--- src/design/cc20_pkg.sv ---
`default_nettype none
// ----------------------------------------------------------------------------
// cc20_pkg
// Shared types, constants and quarter-round helpers for the ChaCha20 block.
// ----------------------------------------------------------------------------
package cc20_pkg;

   localparam int WORD_W             = 32;
   localparam int WORDS              = 16;
   localparam int IDX_W              = 4;
   localparam int ITEM_WORDS         = 4;
   localparam int KEY_REGS           = 4;
   localparam int CSR_IDX_W          = 2;
   localparam int CSR_DATA_W         = 64;
   localparam int NUM_ROUNDS_DEFAULT = 20;

   typedef logic [WORD_W-1:0]            word_type;
   typedef logic [WORDS-1:0][WORD_W-1:0] block_type;

   // sigma constants, "expand 32-byte k", word 0 in the low slot
   localparam logic [3:0][WORD_W-1:0] SIGMA = {
      32'h6b206574, 32'h79622d32, 32'h3320646e, 32'h61707865
   };

   typedef enum logic [1:0] {
      ST_IDLE,
      ST_MIX,
      ST_FINAL,
      ST_EMIT
   } state_type;

   // controller to datapath commands
   typedef struct packed {
      logic load;
      logic mix;
      logic diagonal;
      logic second_half;
      logic finalize;
      logic shift;
   } dp_cmd_type;

   // the four words touched by one quarter round
   typedef struct packed {
      word_type a;
      word_type b;
      word_type c;
      word_type d;
   } quad_type;

   function automatic word_type rotl(input word_type v, input int n);
      return (v << n) | (v >> (WORD_W - n));
   endfunction

   // Half of a quarter round: the rotate-16/12 pair or the rotate-8/7 pair.
   function automatic quad_type qr_half(input quad_type q, input logic second);
      quad_type r;
      int       rot_x;
      int       rot_y;
      rot_x = second ? 8 : 16;
      rot_y = second ? 7 : 12;
      r     = q;
      r.a   = r.a + r.b;
      r.d   = rotl(r.d ^ r.a, rot_x);
      r.c   = r.c + r.d;
      r.b   = rotl(r.b ^ r.c, rot_y);
      return r;
   endfunction

endpackage
`default_nettype wire

--- src/design/cc20_ctrl.sv ---
`default_nettype none
// ----------------------------------------------------------------------------
// cc20_ctrl
// Sequencer: accepts an item, steps the half rounds, runs the final add and
// hands out the 16 keystream words.
// ----------------------------------------------------------------------------
module cc20_ctrl #(
   parameter int NUM_ROUNDS = cc20_pkg::NUM_ROUNDS_DEFAULT
) (
   input  wire logic                         clock,
   input  wire logic                         reset,
   input  wire logic                         req_valid,
   output logic                              req_ready,
   output logic                              rsp_valid,
   input  wire logic                         rsp_ready,
   output logic      [cc20_pkg::IDX_W-1:0]   rsp_word_index,
   output logic                              rsp_last_word,
   output cc20_pkg::dp_cmd_type              cmd
);
   import cc20_pkg::*;

   localparam int STEPS  = 2 * NUM_ROUNDS;
   localparam int STEP_W = $clog2(STEPS);
   localparam logic [STEP_W-1:0] LAST_STEP = STEP_W'(STEPS - 1);
   localparam logic [IDX_W-1:0]  LAST_WORD = IDX_W'(WORDS - 1);

   state_type          state_ff;
   state_type          state_in;
   logic [STEP_W-1:0]  step_ff;
   logic [STEP_W-1:0]  step_in;
   logic [IDX_W-1:0]   emit_ff;
   logic [IDX_W-1:0]   emit_in;

   // State register
   always_ff @(posedge clock) begin
      if (reset) begin
         state_ff <= ST_IDLE;
         step_ff  <= '0;
         emit_ff  <= '0;
      end else begin
         state_ff <= state_in;
         step_ff  <= step_in;
         emit_ff  <= emit_in;
      end
   end

   // Next state and commands
   always_comb begin
      state_in  = state_ff;
      step_in   = step_ff;
      emit_in   = emit_ff;
      cmd       = '0;
      req_ready = 1'b0;
      rsp_valid = 1'b0;
      unique case (state_ff)
         ST_IDLE: begin
            req_ready = 1'b1;
            if (req_valid) begin
               cmd.load = 1'b1;
               step_in  = '0;
               state_in = ST_MIX;
            end
         end
         ST_MIX: begin
            // step bit 0 picks the half, bit 1 the column/diagonal round
            cmd.mix         = 1'b1;
            cmd.second_half = step_ff[0];
            cmd.diagonal    = step_ff[1];
            if (step_ff == LAST_STEP) begin
               state_in = ST_FINAL;
            end else begin
               step_in = step_ff + 1'b1;
            end
         end
         ST_FINAL: begin
            cmd.finalize = 1'b1;
            emit_in      = '0;
            state_in     = ST_EMIT;
         end
         ST_EMIT: begin
            rsp_valid = 1'b1;
            if (rsp_ready) begin
               cmd.shift = 1'b1;
               if (emit_ff == LAST_WORD) begin
                  emit_in  = '0;
                  state_in = ST_IDLE;
               end else begin
                  emit_in = emit_ff + 1'b1;
               end
            end
         end
         default: begin
            state_in = ST_IDLE;
         end
      endcase
   end

   assign rsp_word_index = emit_ff;
   assign rsp_last_word  = (emit_ff == LAST_WORD);

endmodule
`default_nettype wire

--- config.mk ---
export PLATFORM = sky130hd
export DESIGN_NAME = cc20_ctrl
export DESIGN_NICKNAME = d
export VERILOG_FILES = /design/src/design/cc20_pkg.sv /design/src/design/cc20_ctrl.sv
export SDC_FILE = /design/constraint.sdc
export NUM_CORES = 1
export LEC_CHECK = 0
export BUFFER_PORTS_ARGS = -buffer_cell sky130_fd_sc_hd__buf_2
export CORE_MARGIN = 2
export CORE_UTILIZATION = 51
export CTS_CLUSTER_SIZE = 10
export DETAILED_ROUTE_END_ITERATION = 8
export PLACE_DENSITY = 0.82
export SYNTH_ARGS = -nofsm -noshare
export SYNTH_HDL_FRONTEND = slang
export SYNTH_SLANG_ARGS = --single-unit
--- constraint.sdc ---
create_clock -name clock -period 2.1 [get_ports clock]
set_input_delay 0 -clock clock [delete_from_list [all_inputs] [get_ports clock]]
set_output_delay 0 -clock clock [all_outputs]
set_load 0.02 [all_outputs]
Word level (Yosys, flattened, before mapping)
Cells that the tools add are included.
{"block": "word_totals", "output_inout_bits": 13, "ff_bits": 12}
{"block": "op_classes", "n_mux": 19, "reduce_logical": 6, "add_sub_neg": 2, "eq_ne": 10}
{"cell": "6-bit two-way mux", "n": 2}
{"cell": "6-bit case mux with 2 select lines", "n": 1}
{"cell": "2-bit inequality test (second input constant)", "n": 5}
{"cell": "2-bit two-way mux", "n": 4}
{"cell": "4-bit two-way mux", "n": 2}
{"cell": "2-bit case mux with 4 select lines", "n": 1}
{"cell": "4-bit case mux with 2 select lines", "n": 1}
{"cell": "1-bit two-way mux", "n": 7}
{"cell": "6-bit by 1-bit adder with 6-bit output (second input constant)", "n": 1}
{"cell": "6-bit == test (second input constant)", "n": 1}
{"cell": "4-bit by 1-bit adder with 4-bit output (second input constant)", "n": 1}
{"cell": "2-bit == test (second input constant)", "n": 2}
{"cell": "4-bit == test (second input constant)", "n": 1}
{"cell": "4-bit AND reduction", "n": 1}
{"cell": "2-bit nonzero test", "n": 2}
{"cell": "3-bit two-way mux", "n": 1}
{"cell": "3-bit AND reduction", "n": 1}
{"cell": "2-bit by 1-bit == test with 1-bit output (second input constant)", "n": 1}
{"cell": "2-bit logical NOT", "n": 1}
{"cell": "2-bit AND reduction", "n": 1}

Logic depth before layout (Yosys ltp)
Gate-level depths: netlist of the first run.
{"block": "logic_depth", "depth_word": 4, "ltp_mapped": 6, "ltp_nobuf": 6}

Least setup slack after synthesis of the first run
No wires, ideal clock.
{"block": "synth_timing", "kind": "register to register", "from": "register state_ff[0]", "to": "register emit_ff[3], in the netlist rsp_word_index[3]", "t_arrival_ns": 1.710, "synth_period_minus_slack_ns": 1.780, "path_stages_with_launch": 6, "setup_ns": 0.070, "setup_slack_ns": 0.320, "t_required_ns": 2.030, "cell_sequence": "dfxtp_1 -> ha_1 -> clkbuf_2 -> and2_1 -> or3b_2 -> a21oi_1"}
{"block": "synth_between", "elab_chain_cells": 3}
{"element": "start, declared", "line_no": "cc20_ctrl.sv:27", "text": "state_type state_ff;"}
{"element": "start signal, assigned", "line_no": "cc20_ctrl.sv:41", "text": "state_ff <= state_in;"}
{"element": "2-bit == test", "line_no": "cc20_ctrl.sv:55", "text": "unique case (state_ff)"}
{"element": "2-bit inequality test (no source line) / 2-bit nonzero test (equally long branches)"}
{"element": "2-bit AND reduction (no source line)"}
{"element": "end signal, assigned", "line_no": "cc20_ctrl.sv:43", "text": "emit_ff <= emit_in;"}
{"element": "end, declared", "line_no": "cc20_ctrl.sv:31", "text": "logic [IDX_W-1:0] emit_ff;"}
Parallel ways exist; a longest one is shown, timed or not.
A chain may end at the register's enable or synchronous reset.

Worst setup path after layout of the first run
{"block": "layout_timing", "from": "register state_ff[1]", "to": "register step_ff[3]"}
{"block": "layout_between", "elab_chain_cells": 3}
{"element": "2-bit by 1-bit == test with 1-bit output / 2-bit logical NOT (equally long branches)", "line_no": "cc20_ctrl.sv:55"}
{"element": "2-bit inequality test (no source line) / 2-bit nonzero test (equally long branches)"}
{"element": "3-bit AND reduction (no source line)"}
{"element": "end signal, assigned", "line_no": "cc20_ctrl.sv:42", "text": "step_ff <= step_in;"}
{"element": "end, declared", "line_no": "cc20_ctrl.sv:29", "text": "logic [STEP_W-1:0] step_ff;"}
Parallel ways exist; a longest one is shown, timed or not.

==> impl_metrics.yaml, run 1 <==
synthesis:
  synth_top_area_share_pct: 32.1
  synth_area_leaders: "dfxtp_1 32%, ha_1 12%, a21oi_1 6.0%"
  syn_inst: 89
  yosysSeqAreaShare_pct: 32.1
  yosys.cell_types.count: 31
  yosysWarnings: 0
  syn_area_um2: 749
  yosys_register_bits: 12
  synth.avg_cell_area_um2: 8.42
  synth_top_cell_by_area: "dfxtp_1"
  syn-num-nets: 100
clocking:
  clock_latency_ps: 280
  cts-root-buf: "clkbuf_4"
  numCtsBuffers: 3
  clk_path_buf_depth: 2
  clk_transition_reported_paths_ps: 90
  cts_setup_buffers: 0
  hold_buffers: 0
  post_cts_resized: 0
  htree_levels: 1
  cts.sinks: 12
  cts_tree: "built"
routing:
  drtAntennaViolNets: 0
  wl_per_cell_um: 13.6
  drt-pass1-iter-count: 4
  drtIter0Drc: 23
  drc_errors: 0
  wirelength_um: 1650
  vias: 697
  vias_per_cell: 5.76
worst_hold_path:
  hold_path_startpoint: "reset"
  hold_depth: 2
  worstHoldEndpoint: "rsp_word_index[1]"
  min_path_type: "primary input to register"
placement:
  gp_congestion: 0.814
  dp.cells: 117
  dpl.hpwl_um: 1240
  io_buffer_count: 16
flow_run:
  drv_cap: 0
final_layout:
  fin_nets: 118
  diodes: 0
  nFillCells: 108
  stdcell_count: 121
  syn2layout_area_growth_pct: 15.7
  layout-drive-gt1-share_pct: 23.6
timing:
  period_share_pct: 86.0
  fin_skew_ps: 3.77
  timing.setup.tns_ps: 0
  setup_violations: 0
  slew_violations: 0
  fmax_ghz: 0.553
  max_slew_margin_pct: 68.8
  rsz0062_at_grt: "no"
  min_period_ps: 1810
  worstMarginPinSlew_ps: 464
  finalHoldViolations: 0
global_route:
  track_usage_pct: 20.5
  grt_max_degree: 14
  overflow: 0
  grt_pass1_vias: 678
  grt_pass1_wl_um: 2880
  antenna_found_initial: 0
floorplanning:
  chipWidth_um: 42.3
  die_h_um: 42.3
  io_pins: 17
  initial_core_util_pct: 56.2
  core_area_mm2: 0.00133
  die_area_mm2: 0.00179
  rows: 13
setup_path:
  critical_path.top_delay_family: "adder cells"
  crit_slowest_cell: "ha_1"
  crit_type: "register to register"
  cp_max_fo: 13
  r2r_start: "state_ff[1]"
  max_stage_delay_ps: 410
  crit_chain: "inv_1 > ha_1 > mux2_4 > o211ai_2 > or3_1 > a21oi_1"
  required_ps: 2320
  r2r_slack_ps: 290
  arrival_ps: 2020
  worstSetupEndpointType: "register"
  r2r_end: "step_ff[3]"
  startpoint_type: "register"
  worstRegToRegCells: 6
  cp.buffers_inverters: 1
power_and_ir_drop:
  p_comb_share_pct: 49.1
  total_power_w: 0.000920
  p_seq_share_pct: 29.9
  switching_share_pct: 42.4
  p_leak_nw: 0.387
  power_per_cell_area_mw_per_mm2: 1060
  clkPwrFrac_pct: 21.0
  p_switching_w: 0.000390
  ir_worst_vdd_uv: 1010
  intPower_w: 0.000530
run_status:
  status: "finished clean"
-- cell usage after synthesis --
| master | number |
|---|---|
| nor4_1 | 1 |
| o21ai_0 | 5 |
| a221oi_2 | 1 |
| nand2_1 | 6 |
| a41o_1 | 1 |
| nor2_1 | 5 |
| inv_1 | 6 |
| mux2_4 | 1 |
| dfxtp_1 | 12 |
| a211oi_1 | 2 |
| a21oi_1 | 9 |
| o211ai_2 | 1 |
| or3b_2 | 1 |
| mux2i_1 | 2 |
| o21a_1 | 2 |
| buf_4 | 1 |
| a21boi_0 | 1 |
| and3_1 | 1 |
| a311oi_1 | 1 |
| o32ai_1 | 1 |
| or3_1 | 3 |
| nand2b_1 | 3 |
| and2_2 | 1 |
| a22oi_1 | 1 |
| ha_1 | 7 |
| and2_1 | 3 |
| clkbuf_2 | 1 |
| nand4b_1 | 1 |
| nand3_1 | 7 |
| nor2b_1 | 1 |
| buf_2 | 1 |
-- placed cells by master, fill, tap and decap left out --
master    Yosys  routed
o21ai_0       5       5
and3_1        1       1
a311oi_1      1       1
mux2i_1       2       2
clkbuf_4      0       3
o32ai_1       1       1
buf_2         1      16
a22oi_1       1       1
nor2_1        5       5
nand2_1       6       6
nand3_1       7       7
clkbuf_8      0       1
o211ai_2      1       1
and2_1        3       3
a21boi_0      1       1
a21oi_1       9       9
ha_1          7       7
nor4_1        1       1
inv_1         6       6
dfxtp_1      12      12
a41o_1        1       1
nand4b_1      1       1
a221oi_2      1       1
or3_1         3       3
mux2_4        1       1
nor2b_1       1       1
or3b_2        1       1
a211oi_1      2       2
o21a_1        2       2
nand2b_1      3       3
and2_2        1       1
-- through the flow --
step / setup slack (ps) / hold slack, ps / util [%] / cell area (µm²)
global route: 153 / 65.0 / 65.0 / 867
floorplan: 320 / 175 / - / 749
detailed placement: 314 / 328 / 62.3 / 831
global placement: 408 / 323 / 62.3 / 831
finish: 293 / 43.6 / 65.0 / 867
CTS: 298 / 34.2 / 65.0 / 867
-- power groups by stage --
| stage | registers, W | logic (W) | clock network, W |
|---|---|---|---|
| after floorplan | 0.000275 | 0.000363 | 0 |
| after global placement | 0.000277 | 0.000436 | 0 |
| after detailed placement | 0.000282 | 0.000445 | 0 |
| after CTS | 0.000276 | 0.000449 | 0.000195 |
| after global routing | 0.000279 | 0.000498 | 0.000202 |
| final | 0.000275 | 0.000452 | 0.000193 |
-- cell families after synthesis --
kind of cell / synth area share [%]
fa+ha+maj: 11.7
simple gates: 23.5
compound gates: 22.7
buf+inv: 5.34
mux: 4.67
flops: 32.1
-- metal layers --
layer / up-vias / track usage [%] / share of wire (%) / wire (µm)
met2: 13 / 32.6 / 49 / 802
met3: 2 / 2.59 / 2.9 / 48
met4: 0 / 9.38 / 0.79 / 13
met5: - / 0 / 0 / 0
li1: 355 / - / - / -
met1: 327 / 27.4 / 48 / 783
-- state kept, by name, summed over array words and instances, names as in the netlist --
register / flops
rsp_word_index: 4
state_ff: 2
step_ff: 6
-- worst max-delay path by stage --
| stage | startpoint | end | slack [ps] | depth (start not counted) |
|---|---|---|---|---|
| detailed placement | state_ff[1] | step_ff[3] | 310 | 6 |
| global placement | state_ff[1] | step_ff[3] | 410 | 6 |
| CTS | state_ff[1] | step_ff[3] | 300 | 6 |
| floorplan | state_ff[0] | rsp_word_index[3] | 320 | 5 |
| global route | state_ff[1] | step_ff[3] | 150 | 6 |
| finish | state_ff[1] | step_ff[3] | 290 | 6 |
-- layout make-up --
type	instances	area [µm²]	share of cell area (%)
multi-input cells	68	469	54.1
flip-flops and latches	12	240	27.7
repair buffers	16	80.1	9.24
clock buffers	4	36.3	4.18
inverters	6	22.5	2.60
well taps	15	18.8	2.16
Note: power is estimated with default switching activity, not from simulation.
==> inputs of run 2 (changes only) <==
--- a/config.mk
+++ b/config.mk
@@ -6,11 +6,14 @@
 export NUM_CORES = 1
 export LEC_CHECK = 0
 export BUFFER_PORTS_ARGS = -buffer_cell sky130_fd_sc_hd__buf_2
+export CELL_PAD_IN_SITES_DETAIL_PLACEMENT = 0
+export CELL_PAD_IN_SITES_GLOBAL_PLACEMENT = 1
 export CORE_MARGIN = 2
-export CORE_UTILIZATION = 51
+export CORE_UTILIZATION = 38
 export CTS_CLUSTER_SIZE = 10
 export DETAILED_ROUTE_END_ITERATION = 8
-export PLACE_DENSITY = 0.82
+export GPL_TIMING_DRIVEN = 0
+export PLACE_DENSITY = 0.83
 export SYNTH_ARGS = -nofsm -noshare
 export SYNTH_HDL_FRONTEND = slang
 export SYNTH_SLANG_ARGS = --single-unit
==> run 2 against run 1 <==
Effect of this change: power fell by 4.8%; clock skew barely moved; cell count rose by 12%; critical path depth did not move; design area rose by 2.2%; via count fell by 2.6%; sequential share of layout area fell by 0.59 points; clock-buffer cell count fell by 1; die area rose by 31%; critical path type unchanged; largest cell class unchanged.
==> impl_metrics.yaml, run 2 (same netlist as run 1, synthesis figures left out) <==
final_layout:
  stdcell_count: 135
  final_cell_mix: "17 x buf_2, 12 x dfxtp_1, 9 x a21oi_1"
  fin_nets: 121
  largest-register: "step_ff"
  layout_commonest_cell: "buf_2"
  largest_reg_flops: 6
  syn2layout_area_growth_pct: 18.2
  design_area_um2: 886
  diodes: 0
  layout-drive-gt1-share_pct: 25.0
timing:
  finalHoldViolations: 0
  worstMarginPinSlew_ps: 428
  period_share_pct: 80.6
  slew_violations: 0
  max_slew_margin_pct: 71.1
  fmax_ghz: 0.591
  fin_skew_ps: 4.02
  rsz0062_at_grt: "no"
  setup_violations: 0
  min_period_ps: 1690
  timing.setup.tns_ps: 0
setup_path:
  cp_max_fo: 5
  critical_path.top_delay_family: "flip-flops"
  worstSetupEndpointType: "register"
  crit_chain: "inv_1 > ha_1 > mux2_4 > o211ai_2 > or3_1 > a21oi_1"
  startpoint_type: "register"
  max_stage_delay_ps: 380
  r2r_slack_ps: 410
  crit_slowest_cell: "dfxtp_1"
  cp.buffers_inverters: 1
  required_ps: 2300
  arrival_ps: 1890
  crit_type: "register to register"
power_and_ir_drop:
  ir_worst_vdd_uv: 530
  p_leak_nw: 0.394
  power_per_cell_area_mw_per_mm2: 988
  total_power_w: 0.000875
clocking:
  clock_latency_ps: 270
  numCtsBuffers: 3
  cts.sinks: 12
  clk_transition_reported_paths_ps: 70
  htree_levels: 1
  post_cts_resized: 0
  hold_buffers: 0
  cts_tree: "built"
  clk_path_buf_depth: 2
  cts_setup_buffers: 0
  cts-root-buf: "clkbuf_4"
placement:
  dpl.hpwl_um: 1200
  io_buffer_count: 16
  placed_area_um2: 863
  dp.cells: 132
  gp_congestion: 0.824
floorplanning:
  chipWidth_um: 48.4
  rows: 16
  io_pins: 17
  core_area_mm2: 0.00190
  die_h_um: 48.4
  initial_core_util_pct: 39.4
  die_area_mm2: 0.00234
global_route:
  antenna_found_initial: 0
  track_usage_pct: 15.1
  grt_max_degree: 11
  grt_pass1_wl_um: 2860
  grt_pass1_vias: 674
  overflow: 0
routing:
  drc_errors: 0
  wirelength_um: 1560
  wl_per_cell_um: 11.6
  drtIter0Drc: 20
  vias: 679
  drt-pass1-iter-count: 4
  drtAntennaViolNets: 0
  vias_per_cell: 5.03
flow_run:
  drv_cap: 0
worst_hold_path:
  min_path_type: "primary input to register"
run_status:
  status: "finished clean"
[run 2: changes by cell type in the layout (fill, tap and decap cells not counted)]
cell      before  now
buf_2         16   17
buf_4          0    1
clkbuf_2       0    1
clkbuf_8       1    0
[run 2: stage by stage]
stage | hold WS [ps] | worst slack [ps] | utilization, %
2_1_floorplan | 175 | 320 | -
3_3_place_gp | 296 | 446 | 45.4
3_5_place_dp | 304 | 424 | 45.4
4_1_cts | 14.7 | 402 | 46.6
5_1_grt | 36.1 | 240 | 46.6
6_report | 26.0 | 407 | 46.6
[run 2: worst paths after layout]
| kind | cells past startpoint | startpoint | end |
|---|---|---|---|
| setup reg to reg | 6 | state_ff[0] | step_ff[3] |
| hold reg to reg | 2 | rsp_word_index[3] | rsp_word_index[3] |
| setup / recovery | 6 | state_ff[0] | step_ff[3] |
| hold / removal | 3 | reset | step_ff[0] |
[run 2: final cells by class]
class,count,area [µm²]
plain buffers,3,17.5
clock buffers,3,22.5
fillers,220,1020
inverters,6,22.5
multi-input cells,68,469
flip-flops and latches,12,240
well taps,27,33.8
repair buffers,16,80.1
[run 2: worst reg2reg max path, cell delays in order, from the launching register on]
cell and delay (ps):
dfxtp_1 380, inv_1 100, ha_1 280, mux2_4 270, o211ai_2 110, or3_1 360
a21oi_1 130
[run 2: routing by layer]
layer | GRT usage (%) | share of wire (%) | up-vias
met4 | 2.86 | 0.77 | 0
met3 | 4.63 | 2.2 | 2
met1 | 17.0 | 48 | 311
met5 | 0 | 0 | -
li1 | - | - | 360
met2 | 28.2 | 49 | 6
[run 2: report_power, final]
| group | switching [W] | internal, W |
|---|---|---|
| registers | 0.0000227 | 0.000252 |
| logic | 0.000277 | 0.000185 |
| clock network | 0.0000726 | 0.0000662 |
| total | 0.000372 | 0.000503 |
==> inputs of run 3 (changes only) <==
--- a/config.mk
+++ b/config.mk
@@ -5,15 +5,16 @@
 export SDC_FILE = /design/constraint.sdc
 export NUM_CORES = 1
 export LEC_CHECK = 0
+export ABC_AREA = 1
 export BUFFER_PORTS_ARGS = -buffer_cell sky130_fd_sc_hd__buf_2
 export CELL_PAD_IN_SITES_DETAIL_PLACEMENT = 0
 export CELL_PAD_IN_SITES_GLOBAL_PLACEMENT = 1
 export CORE_MARGIN = 2
-export CORE_UTILIZATION = 38
+export CORE_UTILIZATION = 33
 export CTS_CLUSTER_SIZE = 10
 export DETAILED_ROUTE_END_ITERATION = 8
 export GPL_TIMING_DRIVEN = 0
-export PLACE_DENSITY = 0.83
+export PLACE_DENSITY = 0.79
 export SYNTH_ARGS = -nofsm -noshare
 export SYNTH_HDL_FRONTEND = slang
 export SYNTH_SLANG_ARGS = --single-unit
==> constraint.sdc (replaced) <==
create_clock -name clock -period 1.53 [get_ports clock]
set_input_delay 0 -clock clock [delete_from_list [all_inputs] [get_ports clock]]
set_output_delay 0 -clock clock [all_outputs]
set_load 0.02 [all_outputs]
==> run 3 against run 2 <==
Effect of this change: cell count increased by 31%; first-iteration DRC count decreased by 85%; sequential cell count unchanged; sequential power increased by 81%; clock power increased by 92%; global-route usage decreased by 0.49 points; critical path type unchanged.
==> impl_metrics.yaml, run 3 <==
setup_path:
  crit_path_frequent_cell: "nor2_1"
  arrival_ps: 1570
  max_stage_delay_ps: 370
  required_ps: 1720
  crit_type: "register to register"
  crit_slowest_cell: "dfxtp_2"
  worstSetupEndpointType: "register"
  crit_chain: "inv_1 > ha_2 > buf_4 > nand2_2 > nand3_4 > nand2_4 > inv_2 > nor2_1 > nor2_1"
  worstRegToRegCells: 9
  startpoint_type: "register"
  r2r_start: "state_ff[1]"
  r2r_slack_ps: 150
  cp_max_fo: 10
  r2r_end: "step_ff[1]"
clocking:
  numCtsBuffers: 3
  clk_path_buf_depth: 2
  cts-root-buf: "clkbuf_4"
  htree_levels: 1
  clock_latency_ps: 280
  clk_transition_reported_paths_ps: 90
  cts.sinks: 12
  cts_tree: "built"
synthesis:
  yosysWarnings: 0
  ys_top_cells_by_count: "29 x nand2_1, 16 x nor2_1, 15 x inv_1"
  yosysMostFrequentCell: "nand2_1"
  synth_edf_count: 0
  synth_area_leaders: "dfxtp_1 29%, nand2_1 13%, ha_1 11%"
  synth_top_area_share_pct: 29.1
  async_flop_share_pct: 0
  yosys.cell_types.count: 24
  yosysSeqAreaShare_pct: 29.1
  syn_inst: 124
  yosys_register_bits: 12
  syn-num-nets: 135
  synth_ff_type: "dfxtp_1"
  synth.avg_cell_area_um2: 6.65
  synth_top_cell_by_area: "dfxtp_1"
  syn_area_um2: 825
routing:
  drt-pass1-iter-count: 3
  drtIter0Drc: 3
  vias_per_cell: 4.50
  wl_met2_um: 823
  drc_errors: 0
  maxUsedRoutingLayer: "met4"
  met3_length_um: 55
  drt-met1-wl_um: 762
  wirelength_um: 1690
  wl_per_cell_um: 9.56
  drtAntennaViolNets: 0
  vias: 797
final_layout:
  diodes: 0
  multiInputGateArea_um2: 499
  final_cell_mix: "28 x nand2_1, 16 x nor2_1, 16 x buf_2"
  regArea_um2: 243
  layout_commonest_cell: "nand2_1"
  layout-drive-gt1-share_pct: 28.6
  fin_nets: 159
  design_area_mm2: 0.00101
  syn2layout_area_growth_pct: 22.6
  largest-register: "step_ff"
  nFillCells: 272
  largest_reg_flops: 6
global_route:
  antenna_found_initial: 0
  track_usage_pct: 14.6
  grt_pass1_wl_um: 3080
  grt_max_degree: 11
  overflow: 0
  grt_pass1_vias: 725
floorplanning:
  io_pins: 17
  die_area_mm2: 0.00291
  chipWidth_um: 54.0
  initial_core_util_pct: 33.9
  core_area_mm2: 0.00243
  die_h_um: 54.0
  rows: 18
worst_hold_path:
  worstHoldEndpoint: "step_ff[3]"
  hold_path_startpoint: "req_valid"
  min_path_type: "primary input to register"
  hold_depth: 6
timing:
  fmax_ghz: 0.724
  period_share_pct: 90.3
  slew_violations: 0
  max_slew_margin_pct: 82.3
  fin_skew_ps: 3.20
  finalHoldViolations: 0
  min_period_ps: 1380
  setup_violations: 0
  finalWorstSetupSlack_ps: 148
  worstMarginPinSlew_ps: 264
power_and_ir_drop:
  p_leak_nw: 0.537
  power_per_cell_area_mw_per_mm2: 1920
  ir_worst_vdd_uv: 1050
  total_power_w: 0.00194
placement:
  dpl_worst_slack_ps: 49.7
  dpl.hpwl_um: 1290
  placed_area_um2: 942
  gp_congestion: 0.807
  io_buffer_count: 16
run_status:
  status: "finished clean"
flow_run:
  drv_cap: 0
## run 3: kinds of logic (layout without fill, tap and decap cells)
family	after synthesis	count (layout)	share of synthesized area (%)
simple gates	70	70	41.1
buf+inv	23	46	10.9
flops	12	12	29.1
compound gates	11	11	7.13
fa+ha+maj	7	7	10.6
xor+xnor	1	1	1.06
## run 3: power by group
part / internal [W] / total, W / leakage [nW] / switching [W]
clock: 0.000145 / 0.000267 / 0.0210 / 0.000122
combinational: 0.000449 / 0.00117 / 0.418 / 0.000725
sequential: 0.000406 / 0.000496 / 0.0985 / 0.0000901
## run 3: cell type report
type,count,share of cell area (%)
multi-input combinational,89,49.4
sequential,12,24.0
timing repair buffer,19,10.4
inverter,22,8.17
tap,30,3.71
clock buffer,4,3.59
buffer,1,0.743
## run 3: how the worst max path moves through the flow
stage	startpoint	end	slack (ps)	depth (start not counted)
floorplan	state_ff[1]	step_ff[4]	90	9
global placement	state_ff[1]	step_ff[4]	90	9
detailed placement	state_ff[1]	step_ff[1]	50	9
CTS	state_ff[0]	state_ff[1]	50	8
global route	state_ff[1]	step_ff[1]	-10	9
finish	state_ff[1]	step_ff[1]	150	9
## run 3: worst max-delay path: cells and delay by family (launching register included)
kind,cells,cell delay [ps]
AND/OR/NAND/NOR,5,450
adder cells (fa/ha/maj),1,180
flip-flops,1,370
buffers and inverters,3,290
## run 3: through the flow
step                      std cells  hold slack, ps  setup TNS [ps]  util, %
after global placement          170             200               0     38.7
after CTS                       175             131               0     40.6
final                           177             131               0     41.6
after floorplan                 124            69.1               0        -
after global routing            177             158           -11.2     41.6
after detailed placement        170             204               0     38.7
## run 3: what timing repair did
action                     in CTS  in global routing
hold buffers                    1                  0
hold endpoints to repair        2                  0
buffers inserted                0                  2
setup endpoints to repair       0                 10
resized for setup               0                  4
## run 3: per-layer routing
layer | vias to the layer above | GRT usage [%]
li1 | 429 | -
met1 | 346 | 17.1
met2 | 15 | 24.6
met3 | 7 | 3.33
met4 | 0 | 7.92
met5 | - | 0
